==> src/hdl/fixed_capacity_multiset_bag_macros.svh <==
// ---------------------------------------------------------------------------
// Multiset bag assertion macros
// Concurrent assertion wrappers used by the bag controller.
// ---------------------------------------------------------------------------
`ifndef FIXED_CAPACITY_MULTISET_BAG_MACROS_SVH
`define FIXED_CAPACITY_MULTISET_BAG_MACROS_SVH

// same-cycle implication
`define FCMB_ASSERT_NOW(label, clk, rst, ante, cons) \
   label: assert property (@(posedge clk) disable iff (rst) (ante) |-> (cons)) \
      else $error("fcmb assertion failed");

// next-cycle implication
`define FCMB_ASSERT_NEXT(label, clk, rst, ante, cons) \
   label: assert property (@(posedge clk) disable iff (rst) (ante) |=> (cons)) \
      else $error("fcmb assertion failed");

`endif

==> src/hdl/fcmb_pkg.sv <==
// ---------------------------------------------------------------------------
// Multiset bag package
// Sizes, opcodes, state encoding and shared structs of the bag.
// ---------------------------------------------------------------------------
package fcmb_pkg;

   localparam int CAPACITY    = 16;
   localparam int VALUE_WIDTH = 32;
   localparam int DATA_W      = 32;
   localparam int SIZE_W      = 5;
   localparam int CNT_W       = $clog2(CAPACITY + 1);
   localparam int IDX_W       = (CAPACITY > 1) ? $clog2(CAPACITY) : 1;

   typedef enum logic [2:0] {
      OP_ADD    = 3'd0,
      OP_REMOVE = 3'd1,
      OP_QUERY  = 3'd2,
      OP_CLEAR  = 3'd3,
      OP_DUMP   = 3'd4
   } op_type;

   typedef enum logic [1:0] {
      ST_IDLE,
      ST_SCAN,
      ST_DONE
   } state_type;

   typedef struct packed {
      logic                   shift;
      logic                   wr_en;
      logic [IDX_W-1:0]       wr_idx;
      logic [VALUE_WIDTH-1:0] wr_data;
   } ring_ctl_type;

   typedef struct packed {
      logic              last;
      logic [DATA_W-1:0] dump_value;
      logic              is_empty;
      logic [SIZE_W-1:0] size;
      logic [SIZE_W-1:0] frequency;
      logic              found;
      logic              ok;
   } rsp_type;

endpackage

==> src/hdl/fcmb_cell.sv <==
// ---------------------------------------------------------------------------
// Multiset bag storage cell
// One entry of the rotating ring: load on write, take neighbor on shift.
// ---------------------------------------------------------------------------
module fcmb_cell (
   input  logic                            clock,
   input  fcmb_pkg::ring_ctl_type          ctl,
   input  logic                            sel,
   input  logic [fcmb_pkg::VALUE_WIDTH-1:0] nbr_value,
   output logic [fcmb_pkg::VALUE_WIDTH-1:0] value
);

   logic [fcmb_pkg::VALUE_WIDTH-1:0] data_ff;
   logic [fcmb_pkg::VALUE_WIDTH-1:0] data_in;

   always_comb begin
      priority if (ctl.wr_en && sel) begin
         data_in = ctl.wr_data;
      end else if (ctl.shift) begin
         data_in = nbr_value;
      end else begin
         data_in = data_ff;
      end
   end

   always_ff @(posedge clock) begin
      data_ff <= data_in;
   end

   assign value = data_ff;

endmodule

==> src/hdl/fcmb_ctrl.sv <==
// ---------------------------------------------------------------------------
// Multiset bag controller
// Sequences requests, scans the ring head with one comparator, holds results.
// ---------------------------------------------------------------------------
`include "fixed_capacity_multiset_bag_macros.svh"

module fcmb_ctrl (
   input  logic                              clock,
   input  logic                              reset,
   input  logic                              req_valid,
   output logic                              req_ready,
   input  logic [2:0]                        req_op,
   input  logic [fcmb_pkg::VALUE_WIDTH-1:0]  req_key,
   input  logic [fcmb_pkg::VALUE_WIDTH-1:0]  head,
   output fcmb_pkg::ring_ctl_type            ring,
   output logic                              rsp_valid,
   input  logic                              rsp_ready,
   output fcmb_pkg::rsp_type                 rsp
);

   localparam int CNT_W = fcmb_pkg::CNT_W;
   localparam int IDX_W = fcmb_pkg::IDX_W;

   fcmb_pkg::state_type              state_ff, state_in;
   fcmb_pkg::op_type                 op_ff, op_in;
   logic [fcmb_pkg::VALUE_WIDTH-1:0] key_ff, key_in;
   logic [fcmb_pkg::VALUE_WIDTH-1:0] last_val_ff, last_val_in;
   logic [IDX_W-1:0]                 step_ff, step_in;
   logic [IDX_W-1:0]                 at_ff, at_in;
   logic                             hit_ff, hit_in;
   logic [CNT_W-1:0]                 freq_ff, freq_in;
   logic [CNT_W-1:0]                 count_ff, count_in;
   logic                             rsp_valid_ff, rsp_valid_in;
   fcmb_pkg::rsp_type                rsp_ff, rsp_in;

   logic             accept;
   logic             can_load;
   logic [CNT_W-1:0] k_ext;
   logic             in_range;
   logic             at_last_entry;
   logic             scan_end;
   logic             match;
   logic             advance;
   logic             load;
   fcmb_pkg::rsp_type rsp_d;

   assign can_load      = !rsp_valid_ff || rsp_ready;
   assign req_ready     = (state_ff == fcmb_pkg::ST_IDLE) && can_load;
   assign accept        = req_valid && req_ready;
   assign k_ext         = CNT_W'(step_ff);
   assign in_range      = k_ext < count_ff;
   assign at_last_entry = (k_ext + CNT_W'(1)) == count_ff;
   assign scan_end      = step_ff == IDX_W'(fcmb_pkg::CAPACITY - 1);
   assign match         = in_range && (head == key_ff);
   assign advance       = (state_ff == fcmb_pkg::ST_SCAN) &&
                          !((op_ff == fcmb_pkg::OP_DUMP) && in_range && !can_load);

   always_comb begin
      state_in = state_ff;
      unique case (state_ff)
         fcmb_pkg::ST_IDLE: begin
            if (accept) begin
               if ((fcmb_pkg::op_type'(req_op) == fcmb_pkg::OP_REMOVE) ||
                   (fcmb_pkg::op_type'(req_op) == fcmb_pkg::OP_QUERY) ||
                   ((fcmb_pkg::op_type'(req_op) == fcmb_pkg::OP_DUMP) &&
                    (count_ff != '0))) begin
                  state_in = fcmb_pkg::ST_SCAN;
               end
            end
         end
         fcmb_pkg::ST_SCAN: begin
            if (advance && scan_end) begin
               state_in = (op_ff == fcmb_pkg::OP_DUMP) ? fcmb_pkg::ST_IDLE
                                                       : fcmb_pkg::ST_DONE;
            end
         end
         fcmb_pkg::ST_DONE: begin
            if (can_load) begin
               state_in = fcmb_pkg::ST_IDLE;
            end
         end
         default: state_in = fcmb_pkg::ST_IDLE;
      endcase
   end

   always_comb begin
      op_in         = op_ff;
      key_in        = key_ff;
      last_val_in   = last_val_ff;
      step_in       = step_ff;
      at_in         = at_ff;
      hit_in        = hit_ff;
      freq_in       = freq_ff;
      count_in      = count_ff;
      ring.shift    = 1'b0;
      ring.wr_en    = 1'b0;
      ring.wr_idx   = IDX_W'(count_ff);
      ring.wr_data  = req_key;
      load          = 1'b0;
      rsp_d         = '0;
      rsp_d.last    = 1'b1;

      unique case (state_ff)
         fcmb_pkg::ST_IDLE: begin
            if (accept) begin
               op_in   = fcmb_pkg::op_type'(req_op);
               key_in  = req_key;
               step_in = '0;
               at_in   = '0;
               hit_in  = 1'b0;
               freq_in = '0;
               unique case (fcmb_pkg::op_type'(req_op))
                  fcmb_pkg::OP_ADD: begin
                     load = 1'b1;
                     if (count_ff < CNT_W'(fcmb_pkg::CAPACITY)) begin
                        ring.wr_en = 1'b1;
                        count_in   = count_ff + CNT_W'(1);
                        rsp_d.ok   = 1'b1;
                     end
                  end
                  fcmb_pkg::OP_REMOVE, fcmb_pkg::OP_QUERY: begin
                  end
                  fcmb_pkg::OP_CLEAR: begin
                     load     = 1'b1;
                     count_in = '0;
                  end
                  fcmb_pkg::OP_DUMP: begin
                     load = (count_ff == '0);
                  end
                  default: load = 1'b1;
               endcase
            end
         end
         fcmb_pkg::ST_SCAN: begin
            if (advance) begin
               ring.shift = 1'b1;
               step_in    = step_ff + IDX_W'(1);
               if (at_last_entry) begin
                  last_val_in = head;
               end
               if (match) begin
                  freq_in = freq_ff + CNT_W'(1);
                  if (!hit_ff) begin
                     hit_in = 1'b1;
                     at_in  = step_ff;
                  end
               end
               if ((op_ff == fcmb_pkg::OP_DUMP) && in_range) begin
                  load             = 1'b1;
                  rsp_d.ok         = 1'b1;
                  rsp_d.dump_value = fcmb_pkg::DATA_W'(head);
                  rsp_d.last       = at_last_entry;
               end
            end
         end
         fcmb_pkg::ST_DONE: begin
            if (can_load) begin
               load = 1'b1;
               if (op_ff == fcmb_pkg::OP_REMOVE) begin
                  rsp_d.ok = hit_ff;
                  if (hit_ff) begin
                     ring.wr_en   = 1'b1;
                     ring.wr_idx  = at_ff;
                     ring.wr_data = last_val_ff;
                     count_in     = count_ff - CNT_W'(1);
                  end
               end else begin
                  rsp_d.found     = (freq_ff != '0);
                  rsp_d.frequency = fcmb_pkg::SIZE_W'(freq_ff);
               end
            end
         end
         default: begin
         end
      endcase

      rsp_d.size     = fcmb_pkg::SIZE_W'(count_in);
      rsp_d.is_empty = (count_in == '0);
      rsp_in         = load ? rsp_d : rsp_ff;
      rsp_valid_in   = load ? 1'b1 : (rsp_valid_ff && !rsp_ready);
   end

   always_ff @(posedge clock) begin
      if (reset) begin
         state_ff     <= fcmb_pkg::ST_IDLE;
         count_ff     <= '0;
         rsp_valid_ff <= 1'b0;
      end else begin
         state_ff     <= state_in;
         count_ff     <= count_in;
         rsp_valid_ff <= rsp_valid_in;
      end
      op_ff       <= op_in;
      key_ff      <= key_in;
      last_val_ff <= last_val_in;
      step_ff     <= step_in;
      at_ff       <= at_in;
      hit_ff      <= hit_in;
      freq_ff     <= freq_in;
      rsp_ff      <= rsp_in;
   end

   assign rsp_valid = rsp_valid_ff;
   assign rsp       = rsp_ff;

   `FCMB_ASSERT_NOW(a_count_bound, clock, reset, 1'b1,
      count_ff <= CNT_W'(fcmb_pkg::CAPACITY))
   `FCMB_ASSERT_NEXT(a_accept_busy, clock, reset, accept,
      rsp_valid_ff || (state_ff != fcmb_pkg::ST_IDLE))
   `FCMB_ASSERT_NOW(a_shift_in_scan, clock, reset, ring.shift,
      state_ff == fcmb_pkg::ST_SCAN)
   `FCMB_ASSERT_NOW(a_remove_nonempty, clock, reset,
      (state_ff == fcmb_pkg::ST_DONE) && (op_ff == fcmb_pkg::OP_REMOVE) && hit_ff,
      count_ff != '0)

endmodule

==> src/hdl/fixed_capacity_multiset_bag.sv <==
// ---------------------------------------------------------------------------
// Fixed-capacity multiset bag
// Unordered bag of up to 16 values held in a rotating ring of cells.
// ---------------------------------------------------------------------------
// Requests enter on the req_ stream (op in tuser, value in tdata); results
// leave on the rsp_ stream, one per request, or one per entry for a dump,
// with tlast on the final result of each request.
// Add, clear and unknown ops answer from the output register in the cycle
// after acceptance. Remove, query and dump rotate the ring once through all
// 16 cells, comparing the head cell on one comparator per cycle unless a
// stalled dump result holds the ring. A dump emits one entry per rotation
// step.
// A new request is taken only while the controller is idle and the output
// register is free or being drained. When the receiver stalls, the ring holds
// its position during a dump and the result register holds its transaction.
// Reset empties the bag and drops any pending result; entry storage is not
// cleared and entries beyond the count are never read.
// ---------------------------------------------------------------------------
module fixed_capacity_multiset_bag (
   input  logic        clock,
   input  logic        reset,
   input  logic        req_tvalid,
   output logic        req_tready,
   input  logic [31:0] req_tdata,  // value[31:0]
   input  logic [7:0]  req_tuser,  // op[2:0], zero[7:3]
   output logic        rsp_tvalid,
   input  logic        rsp_tready,
   output logic [47:0] rsp_tdata,  // ok[0], found[1], frequency[6:2], size[11:7],
                                   // is_empty[12], dump_value[44:13], zero[47:45]
   output logic        rsp_tlast
);

   localparam int CAP = fcmb_pkg::CAPACITY;

   fcmb_pkg::ring_ctl_type           ring;
   fcmb_pkg::rsp_type                rsp;
   logic [fcmb_pkg::VALUE_WIDTH-1:0] cell_value [CAP];

   fcmb_ctrl u_ctrl (
      .clock     (clock),
      .reset     (reset),
      .req_valid (req_tvalid),
      .req_ready (req_tready),
      .req_op    (req_tuser[2:0]),
      .req_key   (req_tdata[fcmb_pkg::VALUE_WIDTH-1:0]),
      .head      (cell_value[0]),
      .ring      (ring),
      .rsp_valid (rsp_tvalid),
      .rsp_ready (rsp_tready),
      .rsp       (rsp)
   );

   for (genvar i = 0; i < CAP; i++) begin : g_cell
      fcmb_cell u_cell (
         .clock     (clock),
         .ctl       (ring),
         .sel       (ring.wr_idx == fcmb_pkg::IDX_W'(i)),
         .nbr_value (cell_value[(i + 1) % CAP]),
         .value     (cell_value[i])
      );
   end

   assign rsp_tdata = {3'b000, rsp.dump_value, rsp.is_empty, rsp.size,
                       rsp.frequency, rsp.found, rsp.ok};
   assign rsp_tlast = rsp.last;

endmodule

==> config.mk <==
export PLATFORM = sky130hd
export DESIGN_NAME = fixed_capacity_multiset_bag
export DESIGN_NICKNAME = d
export VERILOG_FILES = /design/src/hdl/fcmb_pkg.sv /design/src/hdl/fcmb_cell.sv /design/src/hdl/fcmb_ctrl.sv /design/src/hdl/fixed_capacity_multiset_bag.sv
export VERILOG_INCLUDE_DIRS = /design/src /design/src/hdl
export SDC_FILE = /design/constraint.sdc
export NUM_CORES = 1
export LEC_CHECK = 0
export BUFFER_PORTS_ARGS = -buffer_cell sky130_fd_sc_hd__clkbuf_2
export CAP_MARGIN = 20
export CORE_ASPECT_RATIO = 0.75
export CORE_MARGIN = 8
export CORE_UTILIZATION = 60
export CTS_BUF_LIST = sky130_fd_sc_hd__clkbuf_16
export DETAILED_ROUTE_END_ITERATION = 10
export HOLD_SLACK_MARGIN = 0.06
export PLACE_DENSITY = 0.77
export SLEW_MARGIN = 40
export SYNTH_ARGS = -nofsm -noshare
export SYNTH_HDL_FRONTEND = slang
export SYNTH_SLANG_ARGS = --single-unit
==> constraint.sdc <==
create_clock -name clock -period 8.8 [get_ports clock]
set_input_delay 1.76 -clock clock [delete_from_list [all_inputs] [get_ports clock]]
set_output_delay 1.76 -clock clock [all_outputs]
set_load 0.02 [all_outputs]
==> results of run 1 <==
final cells by class:
cell class / count / area (um^2) / share of cell area, %
clock buffers: 57 / 1430 / 4.63
clock inverters: 49 / 534 / 1.73
inverters: 14 / 52.6 / 0.170
multi-input cells: 820 / 8130 / 26.4
flip-flops and latches: 647 / 19300 / 62.7
well taps: 630 / 788 / 2.56
repair buffers: 102 / 563 / 1.83
where the power goes:
group / total, mW / switching (mW) / internal (mW)
clock network: 2.63 / 1.10 / 1.53
registers: 3.66 / 0.0630 / 3.59
logic: 0.421 / 0.285 / 0.137
total: 6.71 / 1.45 / 5.26
metal layers:
layer / track usage (%) / share of wire, % / up-vias
met5: 0 / 0 / -
met4: 4.06 / 1.4 / 0
met3: 3.83 / 7.1 / 75
met2: 36.4 / 47 / 548
met1: 33.6 / 45 / 7410
li1: - / - / 6226
flip-flops by register name, summed over array words and instances (netlist names), 2 cells and up:
| name | count |
|---|---|
| g_cell.u_cell.value | 512 |
| u_ctrl.at_ff | 4 |
| u_ctrl.count_ff | 5 |
| u_ctrl.freq_ff | 5 |
| u_ctrl.key_ff | 32 |
| u_ctrl.last_val_ff | 32 |
| u_ctrl.op_ff | 3 |
| u_ctrl.rsp | 46 |
| u_ctrl.state_ff | 2 |
| u_ctrl.step_ff | 4 |
cell families (layout without fill, tap and decap cells):
| group | count (synthesis) | count (layout) |
|---|---|---|
| AO/OA/AOI/OAI | 35 | 35 |
| XOR/XNOR | 40 | 40 |
| adder cells (fa/ha/maj) | 10 | 10 |
| buffers and inverters | 119 | 222 |
| flip-flops | 647 | 647 |
| multiplexers | 545 | 545 |
| other | 1 | 3 |
| AND/OR/NAND/NOR | 187 | 187 |
cell usage in the layout (no fill, tap or decap), types with 16 or more instances in the layout:
cell                        count
sky130_fd_sc_hd__and2_1        40
sky130_fd_sc_hd__clkbuf_16     57
sky130_fd_sc_hd__clkbuf_2      86
sky130_fd_sc_hd__clkinv_1      16
sky130_fd_sc_hd__edfxtp_1     639
sky130_fd_sc_hd__inv_1         20
sky130_fd_sc_hd__mux2_1        48
sky130_fd_sc_hd__mux2_2       496
sky130_fd_sc_hd__nand2_1       16
sky130_fd_sc_hd__nor2_1        25
sky130_fd_sc_hd__nor3_1        16
sky130_fd_sc_hd__xnor2_1       27
metrics by stage:
step,worst slack (ns),utilization (%),cells,power [mW]
2_1_floorplan,3.94,-,1586,3.96
3_3_place_gp,2.76,62.5,2212,4.12
4_1_cts,3.92,67.0,2318,6.74
3_5_place_dp,3.28,62.7,2212,4.14
5_1_grt,3.97,67.0,2319,6.89
6_report,4.10,67.0,2319,6.71
worst min-delay path by stage:
stage	depth (start not counted)	end	slack [ns]	start
global route	1	g_cell[5].u_cell.value[20]$_DFFE_PP_	0.54	g_cell[6].u_cell.value[20]$_DFFE_PP_
finish	1	g_cell[0].u_cell.value[8]$_DFFE_PP_	0.53	g_cell[1].u_cell.value[8]$_DFFE_PP_
CTS	1	g_cell[5].u_cell.value[20]$_DFFE_PP_	0.53	g_cell[6].u_cell.value[20]$_DFFE_PP_
floorplan	0	u_ctrl.last_val_ff[31]$_DFFE_PP_	0.48	g_cell[0].u_cell.value[31]$_DFFE_PP_
global placement	1	g_cell[8].u_cell.value[30]$_DFFE_PP_	0.51	g_cell[9].u_cell.value[30]$_DFFE_PP_
detailed placement	1	g_cell[0].u_cell.value[5]$_DFFE_PP_	0.51	g_cell[1].u_cell.value[5]$_DFFE_PP_
==> insert_results.sql, run 1 <==
INSERT INTO impl_metrics (metric_group, metric, value, unit) VALUES
('run_status', 'run_status', 'completed', ''),
('sta', 'setup-violations-final', '0', ''),
('finish', 'share_of_final_layout_standard_cells_stronger_than_drive_strength_1', '43.4', '%'),
('logic_synthesis', 'ys_async_rst_share', '0', '%'),
('logic_synthesis', 'yosys_most_used_dff', 'sky130_fd_sc_hd__edfxtp_1', ''),
('clock_network', 'ctsRootBufferMaster', 'sky130_fd_sc_hd__clkbuf_16', ''),
('clock_network', 'clock_latency_of_the_later_clocked_register_in_the_worst_skew_pair', '0.59', 'ns'),
('setup_path', 'timing.critical_path.buf_inv', '3', ''),
('setup_path', 'r2r_end', 'g_cell[9].u_cell.value[21]$_DFFE_PP_', ''),
('setup_path', 'worst_setup_path_end_kind', 'flop', ''),
('floorplan', 'floorplan.die.height', '203', 'um'),
('sta', 'timing_max_transition_violations_final', '0', ''),
('setup_path', 'crit_path_category', 'input pin to flop', ''),
('global_route', 'first_global_vias', '14369', ''),
('logic_synthesis', 'post_synth_xor_xnor_area', '1.25', '%'),
('global_route', 'globalRoute.totalOverflow', '0', ''),
('logic_synthesis', 'synth_warnings', '0', ''),
('sta', 'timing.final.crit_period', '4.70', 'ns'),
('drt', 'drt_drc_violations_left', '0', ''),
('setup_path', 'end_point_of_the_critical_path', 'g_cell[9].u_cell.value[21]$_DFFE_PP_', ''),
('floorplan', 'io_pins', '95', ''),
('clock_network', 'tritoncts_num_sinks', '647', ''),
('logic_synthesis', 'synthSimpleGateAreaFrac', '3.70', '%'),
('logic_synthesis', 'synth.avg_cell_area', '17.7', 'um^2'),
('setup_path', 'max_stage_delay', '0.67', 'ns'),
('logic_synthesis', 'synth_seq_cells', '647', ''),
('floorplan', 'floorplan.initialDensity', '60.8', '%'),
('finish', 'design_area', '30800', 'um^2'),
('setup_path', 'r2r.worst_path.cells', '7', ''),
('floorplan', 'die_area', '53900', 'um^2'),
('sta', 'tightestPinTransition', '0.883', 'ns'),
('logic_synthesis', 'synth_most_common_cell', 'sky130_fd_sc_hd__edfxtp_1', ''),
('sta', 'grt_setup_unrepaired', 'no', ''),
('pwr', 'powerDensity', '218', 'nW/um^2'),
('logic_synthesis', 'synthesis.instances', '1584', ''),
('sta', 'hold-worst-slack', '0.525', 'ns'),
('place', 'hpwl', '34200', 'um'),
('setup_path', 'crit_required', '9.01', 'ns'),
('logic_synthesis', 'synthDistinctLibCells', '55', ''),
('logic_synthesis', 'synth_area_leader_cell', 'sky130_fd_sc_hd__edfxtp_1', ''),
('logic_synthesis', 'synth-adder-area-share', '0.447', '%'),
('logic_synthesis', 'synth-seq-area-share', '69.2', '%'),
('clock_network', 'cts_max_level', '2', ''),
('setup_path', 'ff2ff_setup_slack', '4.62', 'ns'),
('run', 'max_cap_viol_count', '0', ''),
('pwr', 'peakVddDrop', '0.000182', 'V'),
('setup_path', 'critical_path.cell_chain', 'clkbuf_2, nand2b_1, nand3_4, buf_12, o21ai_1, and2_2, buf_4, nand2b_4', ''),
('clock_network', 'clock_path_buffers', '3', ''),
('global_route', 'wire_length_of_the_first_global_routing_pass', '93400', 'um'),
('global_route', 'global_route.usage.total', '22.9', '%'),
('floorplan', 'fp.dieW', '265', 'um'),
('place', 'dpl-instance-area', '28900', 'um^2'),
('drt', 'vias', '14259', ''),
('sta', 'count_of_endpoints_failing_hold_in_the_final_timing_report', '0', ''),
('logic_synthesis', 'synth_enable_flop_cells', '639', ''),
('drt', 'antenna_left', '0', ''),
('sta', 'final.period_utilization', '53.4', '%'),
('setup_path', 'critical_path.reg2reg.startpoint', 'u_ctrl.state_ff[1]$_SDFFE_PP0P_', ''),
('pwr', 'power.leakage', '10.4', 'nW'),
('floorplan', 'placeableCoreArea', '46000', 'um^2'),
('logic_synthesis', 'netlist_top_cells_area', 'sky130_fd_sc_hd__edfxtp_1, sky130_fd_sc_hd__mux2_2, sky130_fd_sc_hd__mux2_1, sky130_fd_sc_hd__and2_1, sky130_fd_sc_hd__buf_2', ''),
('logic_synthesis', 'yosysTopAreaCellShare', '68.6', '%'),
('finish', 'areaGrowthSynthToFinish', '10.3', '%'),
('sta', 'finalClockSkew', '0.0210', 'ns'),
('drt', 'detailedRoute.firstIterationViolations', '1223', ''),
('logic_synthesis', 'largest_family_of_logic_cells_by_synthesized_area', 'multiplexers', ''),
('clock_network', 'cts_setup_buffers', '0', ''),
('drt', 'detail_route.vias_per_cell', '6.15', ''),
('sta', 'worst_slew_margin_rel', '40.6', '%'),
('drt', 'post_drt_wl_per_cell', '26.8', 'um'),
('place', 'port_buffers', '86', '');
No activity file was read; power rests on OpenSTA's default activity.
==> run 2: changes to the inputs <==
- clock period: 8.8 -> 4.55 ns (I/O delays scaled with it)
==> run 2 against run 1 <==
  * Largest power group unchanged
  * Clock power is 82% higher
  * Register-to-register slack worse by 3.7 ns
  * Sequential share of layout area is 0.51 points lower
  * Critical path depth is 2 lower
  * Combinational power is 100% higher
  * Critical path type is now flop to flop
  * Critical endpoint is now g_cell[10].u_cell.value[26]$_DFFE_PP_
  * Die area stayed put
  * Global-route usage is 0.68 points higher
  * Design area is 0.82% higher
  * Core utilization is 0.55 points higher
==> insert_results.sql, run 2 (same netlist as run 1, synthesis figures left out) <==
INSERT INTO impl_metrics (metric_group, metric, value, unit) VALUES
('sta', 'count_of_endpoints_failing_hold_in_the_final_timing_report', '0', ''),
('setup_path', 'worst_setup_path_end_kind', 'flop', ''),
('setup_path', 'timing.critical_path.buf_inv', '1', ''),
('place', 'port_buffers', '86', ''),
('global_route', 'grt_antenna_before_repair', '1', ''),
('finish', 'mostFrequentLayoutCell', 'sky130_fd_sc_hd__edfxtp_1', ''),
('floorplan', 'floorplan.die.height', '203', 'um'),
('pwr', 'peakVddDrop', '0.000340', 'V'),
('sta', 'tightestPinTransition', '0.873', 'ns'),
('floorplan', 'placeableCoreArea', '46000', 'um^2'),
('drt', 'drtPass1Iterations', '5', ''),
('finish', 'areaGrowthSynthToFinish', '11.2', '%'),
('global_route', 'globalRoute.busiestLayer', 'met2', ''),
('pwr', 'p_switching', '2.80', 'mW'),
('clock_network', 'cts_setup_buffers', '0', ''),
('finish', 'number_of_filler_cells_placed_in_the_layout', '3010', ''),
('pwr', 'overall_power', '12.7', 'mW'),
('sta', 'worst_slew_margin_rel', '41.6', '%'),
('floorplan', 'io_pins', '95', ''),
('drt', 'route.final.wire_length', '63800', 'um'),
('global_route', 'global_route.usage.total', '23.6', '%'),
('global_route', 'grt_use_met2', '37.1', '%'),
('finish', 'area_occupied_by_multi_input_gates', '8020', 'um^2'),
('setup_path', 'cp.arrival', '3.98', 'ns'),
('sta', 'timing.final.crit_period', '3.61', 'ns'),
('run_status', 'run_status', 'completed', ''),
('pwr', 'internal_power', '9.91', 'mW'),
('run', 'max_cap_viol_count', '0', ''),
('global_route', 'first_global_vias', '14766', ''),
('global_route', 'globalRoute.totalOverflow', '0', ''),
('finish', 'design_area', '31100', 'um^2'),
('drt', 'vias', '14569', ''),
('pwr', 'power.leakage', '10.6', 'nW'),
('finish', 'seq_area', '19300', 'um^2'),
('clock_network', 'clock_latency_of_the_later_clocked_register_in_the_worst_skew_pair', '0.61', 'ns'),
('setup_path', 'critical_path.cell_chain', 'nor2b_1, nand3_4, o21ai_1, and2_2, buf_4, mux2_2', ''),
('sta', 'timing_max_transition_violations_final', '0', ''),
('sta', 'setup-violations-final', '0', ''),
('pwr', 'powerDensity', '409', 'nW/um^2'),
('place', 'dpl-instance-area', '29300', 'um^2'),
('sta', 'setup_total_negative_slack', '0', 'ns'),
('setup_path', 'path_max_fanout', '25', ''),
('sta', 'hold-worst-slack', '0.494', 'ns'),
('pwr', 'combinationalPowerShare', '6.8', '%'),
('floorplan', 'fp.dieW', '265', 'um'),
('setup_path', 'crit_path_category', 'flop to flop', ''),
('drt', 'drt_drc_violations_left', '0', ''),
('pwr', 'power.clock.fraction', '37.6', '%'),
('global_route', 'grtUsageMet3', '5.83', '%'),
('clock_network', 'cts_hold_repair.buffers', '0', ''),
('finish', 'mostFrequentLayoutCells', 'sky130_fd_sc_hd__edfxtp_1, sky130_fd_sc_hd__mux2_2, sky130_fd_sc_hd__clkbuf_2', ''),
('sta', 'finalClockSkew', '0.0227', 'ns'),
('finish', 'final_core_density', '67.6', '%'),
('setup_path', 'critical-path-slowest-cell', 'sky130_fd_sc_hd__and2_2', ''),
('global_route', 'wire_length_of_the_first_global_routing_pass', '95500', 'um'),
('floorplan', 'rows', '68', ''),
('drt', 'detailedRoute.firstIterationViolations', '1355', ''),
('global_route', 'grtUsageMet1', '33.2', '%'),
('place', 'place.gp.congestion', '0.857', ''),
('sta', 'grt_setup_unrepaired', 'no', ''),
('clock_network', 'cts_max_level', '2', ''),
('place', 'hpwl', '40000', 'um'),
('clock_network', 'tritoncts_num_sinks', '647', ''),
('floorplan', 'die_area', '53900', 'um^2'),
('finish', 'share_of_final_layout_standard_cells_stronger_than_drive_strength_1', '44.6', '%'),
('clock_network', 'clock_path_buffers', '3', ''),
('finish', 'number_of_antenna_diodes', '0', ''),
('pwr', 'seq_power_share', '55.6', '%'),
('clock_network', 'worst_setup_hold_path_clk_slew', '0.07', 'ns'),
('sta', 'final.period_utilization', '79.4', '%'),
('drt', 'detail_route.vias_per_cell', '6.16', ''),
('global_route', 'grt_start_max_net_pins', '47', ''),
('drt', 'antenna_left', '0', ''),
('clock_network', 'ctsRootBufferMaster', 'sky130_fd_sc_hd__clkbuf_16', ''),
('setup_path', 'timing.critical_path.from_type', 'flop', ''),
('finish', 'num-nets-final', '1747', ''),
('sta', 'clock.fmax', '277', 'MHz'),
('setup_path', 'critical_path.top_delay_family', 'simple AND/OR/NAND/NOR gates', ''),
('clock_network', 'post_cts_resized', '0', ''),
('clock_network', 'cts_inserted_buffers', '58', ''),
('finish', 'largest_register_ffs', '512', ''),
('drt', 'post_drt_wl_per_cell', '27.0', 'um'),
('setup_path', 'max_stage_delay', '0.65', 'ns'),
('pwr', 'switching_share', '22.0', '%'),
('worst_hold_path', 'worst_hold_path_type', 'input pin to flop', ''),
('setup_path', 'crit_required', '4.91', 'ns'),
('clock_network', 'tritoncts_clock_tree', 'done', ''),
('floorplan', 'floorplan.initialDensity', '60.8', '%');
-- run 2: area by class of cell --
cell class              count  share of cell area (%)
inverters                  14                   0.169
flip-flops and latches    647                    62.2
clock buffers              59                    4.75
repair buffers            152                    3.42
clock inverters            44                    1.10
well taps                 630                    2.54
multi-input cells         820                    25.8
-- run 2: metal layers --
| layer | vias to the layer above | routed length, um |
|---|---|---|
| li1 | 6320 | - |
| met1 | 7524 | 27200 |
| met2 | 629 | 29300 |
| met3 | 94 | 5880 |
| met4 | 2 | 1370 |
| met5 | - | 13 |
-- run 2: worst paths after layout --
path | start | to | slack [ns] | cells after the start
worst max-delay path | u_ctrl.state_ff[1]$_SDFFE_PP0P_ | g_cell[10].u_cell.value[26]$_DFFE_PP_ | 0.94 | 6
worst min-delay path | req_tdata[17] | u_ctrl.key_ff[17]$_DFFE_PP_ | 0.49 | 1
worst max register to register | u_ctrl.state_ff[1]$_SDFFE_PP0P_ | g_cell[10].u_cell.value[26]$_DFFE_PP_ | 0.94 | 6
worst min register to register | g_cell[1].u_cell.value[13]$_DFFE_PP_ | g_cell[0].u_cell.value[13]$_DFFE_PP_ | 0.52 | 1
-- run 2: power groups by stage --
stage | sequential, mW | clock (mW) | combinational [mW]
after detailed placement | 7.20 | 0 | 0.851
final | 7.07 | 4.78 | 0.862
after global placement | 7.18 | 0 | 0.826
after global routing | 7.10 | 5.04 | 0.919
after CTS | 7.07 | 4.83 | 0.859
after floorplan | 7.19 | 0 | 0.480
-- run 2: worst reg2reg max path, cell delays in order, from the launching register on --
cell and delay, ns:
sky130_fd_sc_hd__dfxtp_1 0.58, sky130_fd_sc_hd__nor2b_1 0.49, sky130_fd_sc_hd__nand3_4 0.43, sky130_fd_sc_hd__o21ai_1 0.48, sky130_fd_sc_hd__and2_2 0.65, sky130_fd_sc_hd__buf_4 0.37
sky130_fd_sc_hd__mux2_2 0.37
-- run 2: stage by stage --
| stage | worst slack (ns) | cells |
|---|---|---|
| after floorplan | 0.543 | 1586 |
| after global placement | 0.716 | 2263 |
| after detailed placement | 0.639 | 2263 |
| after CTS | 0.925 | 2366 |
| after global routing | 0.850 | 2366 |
| final | 0.938 | 2366 |
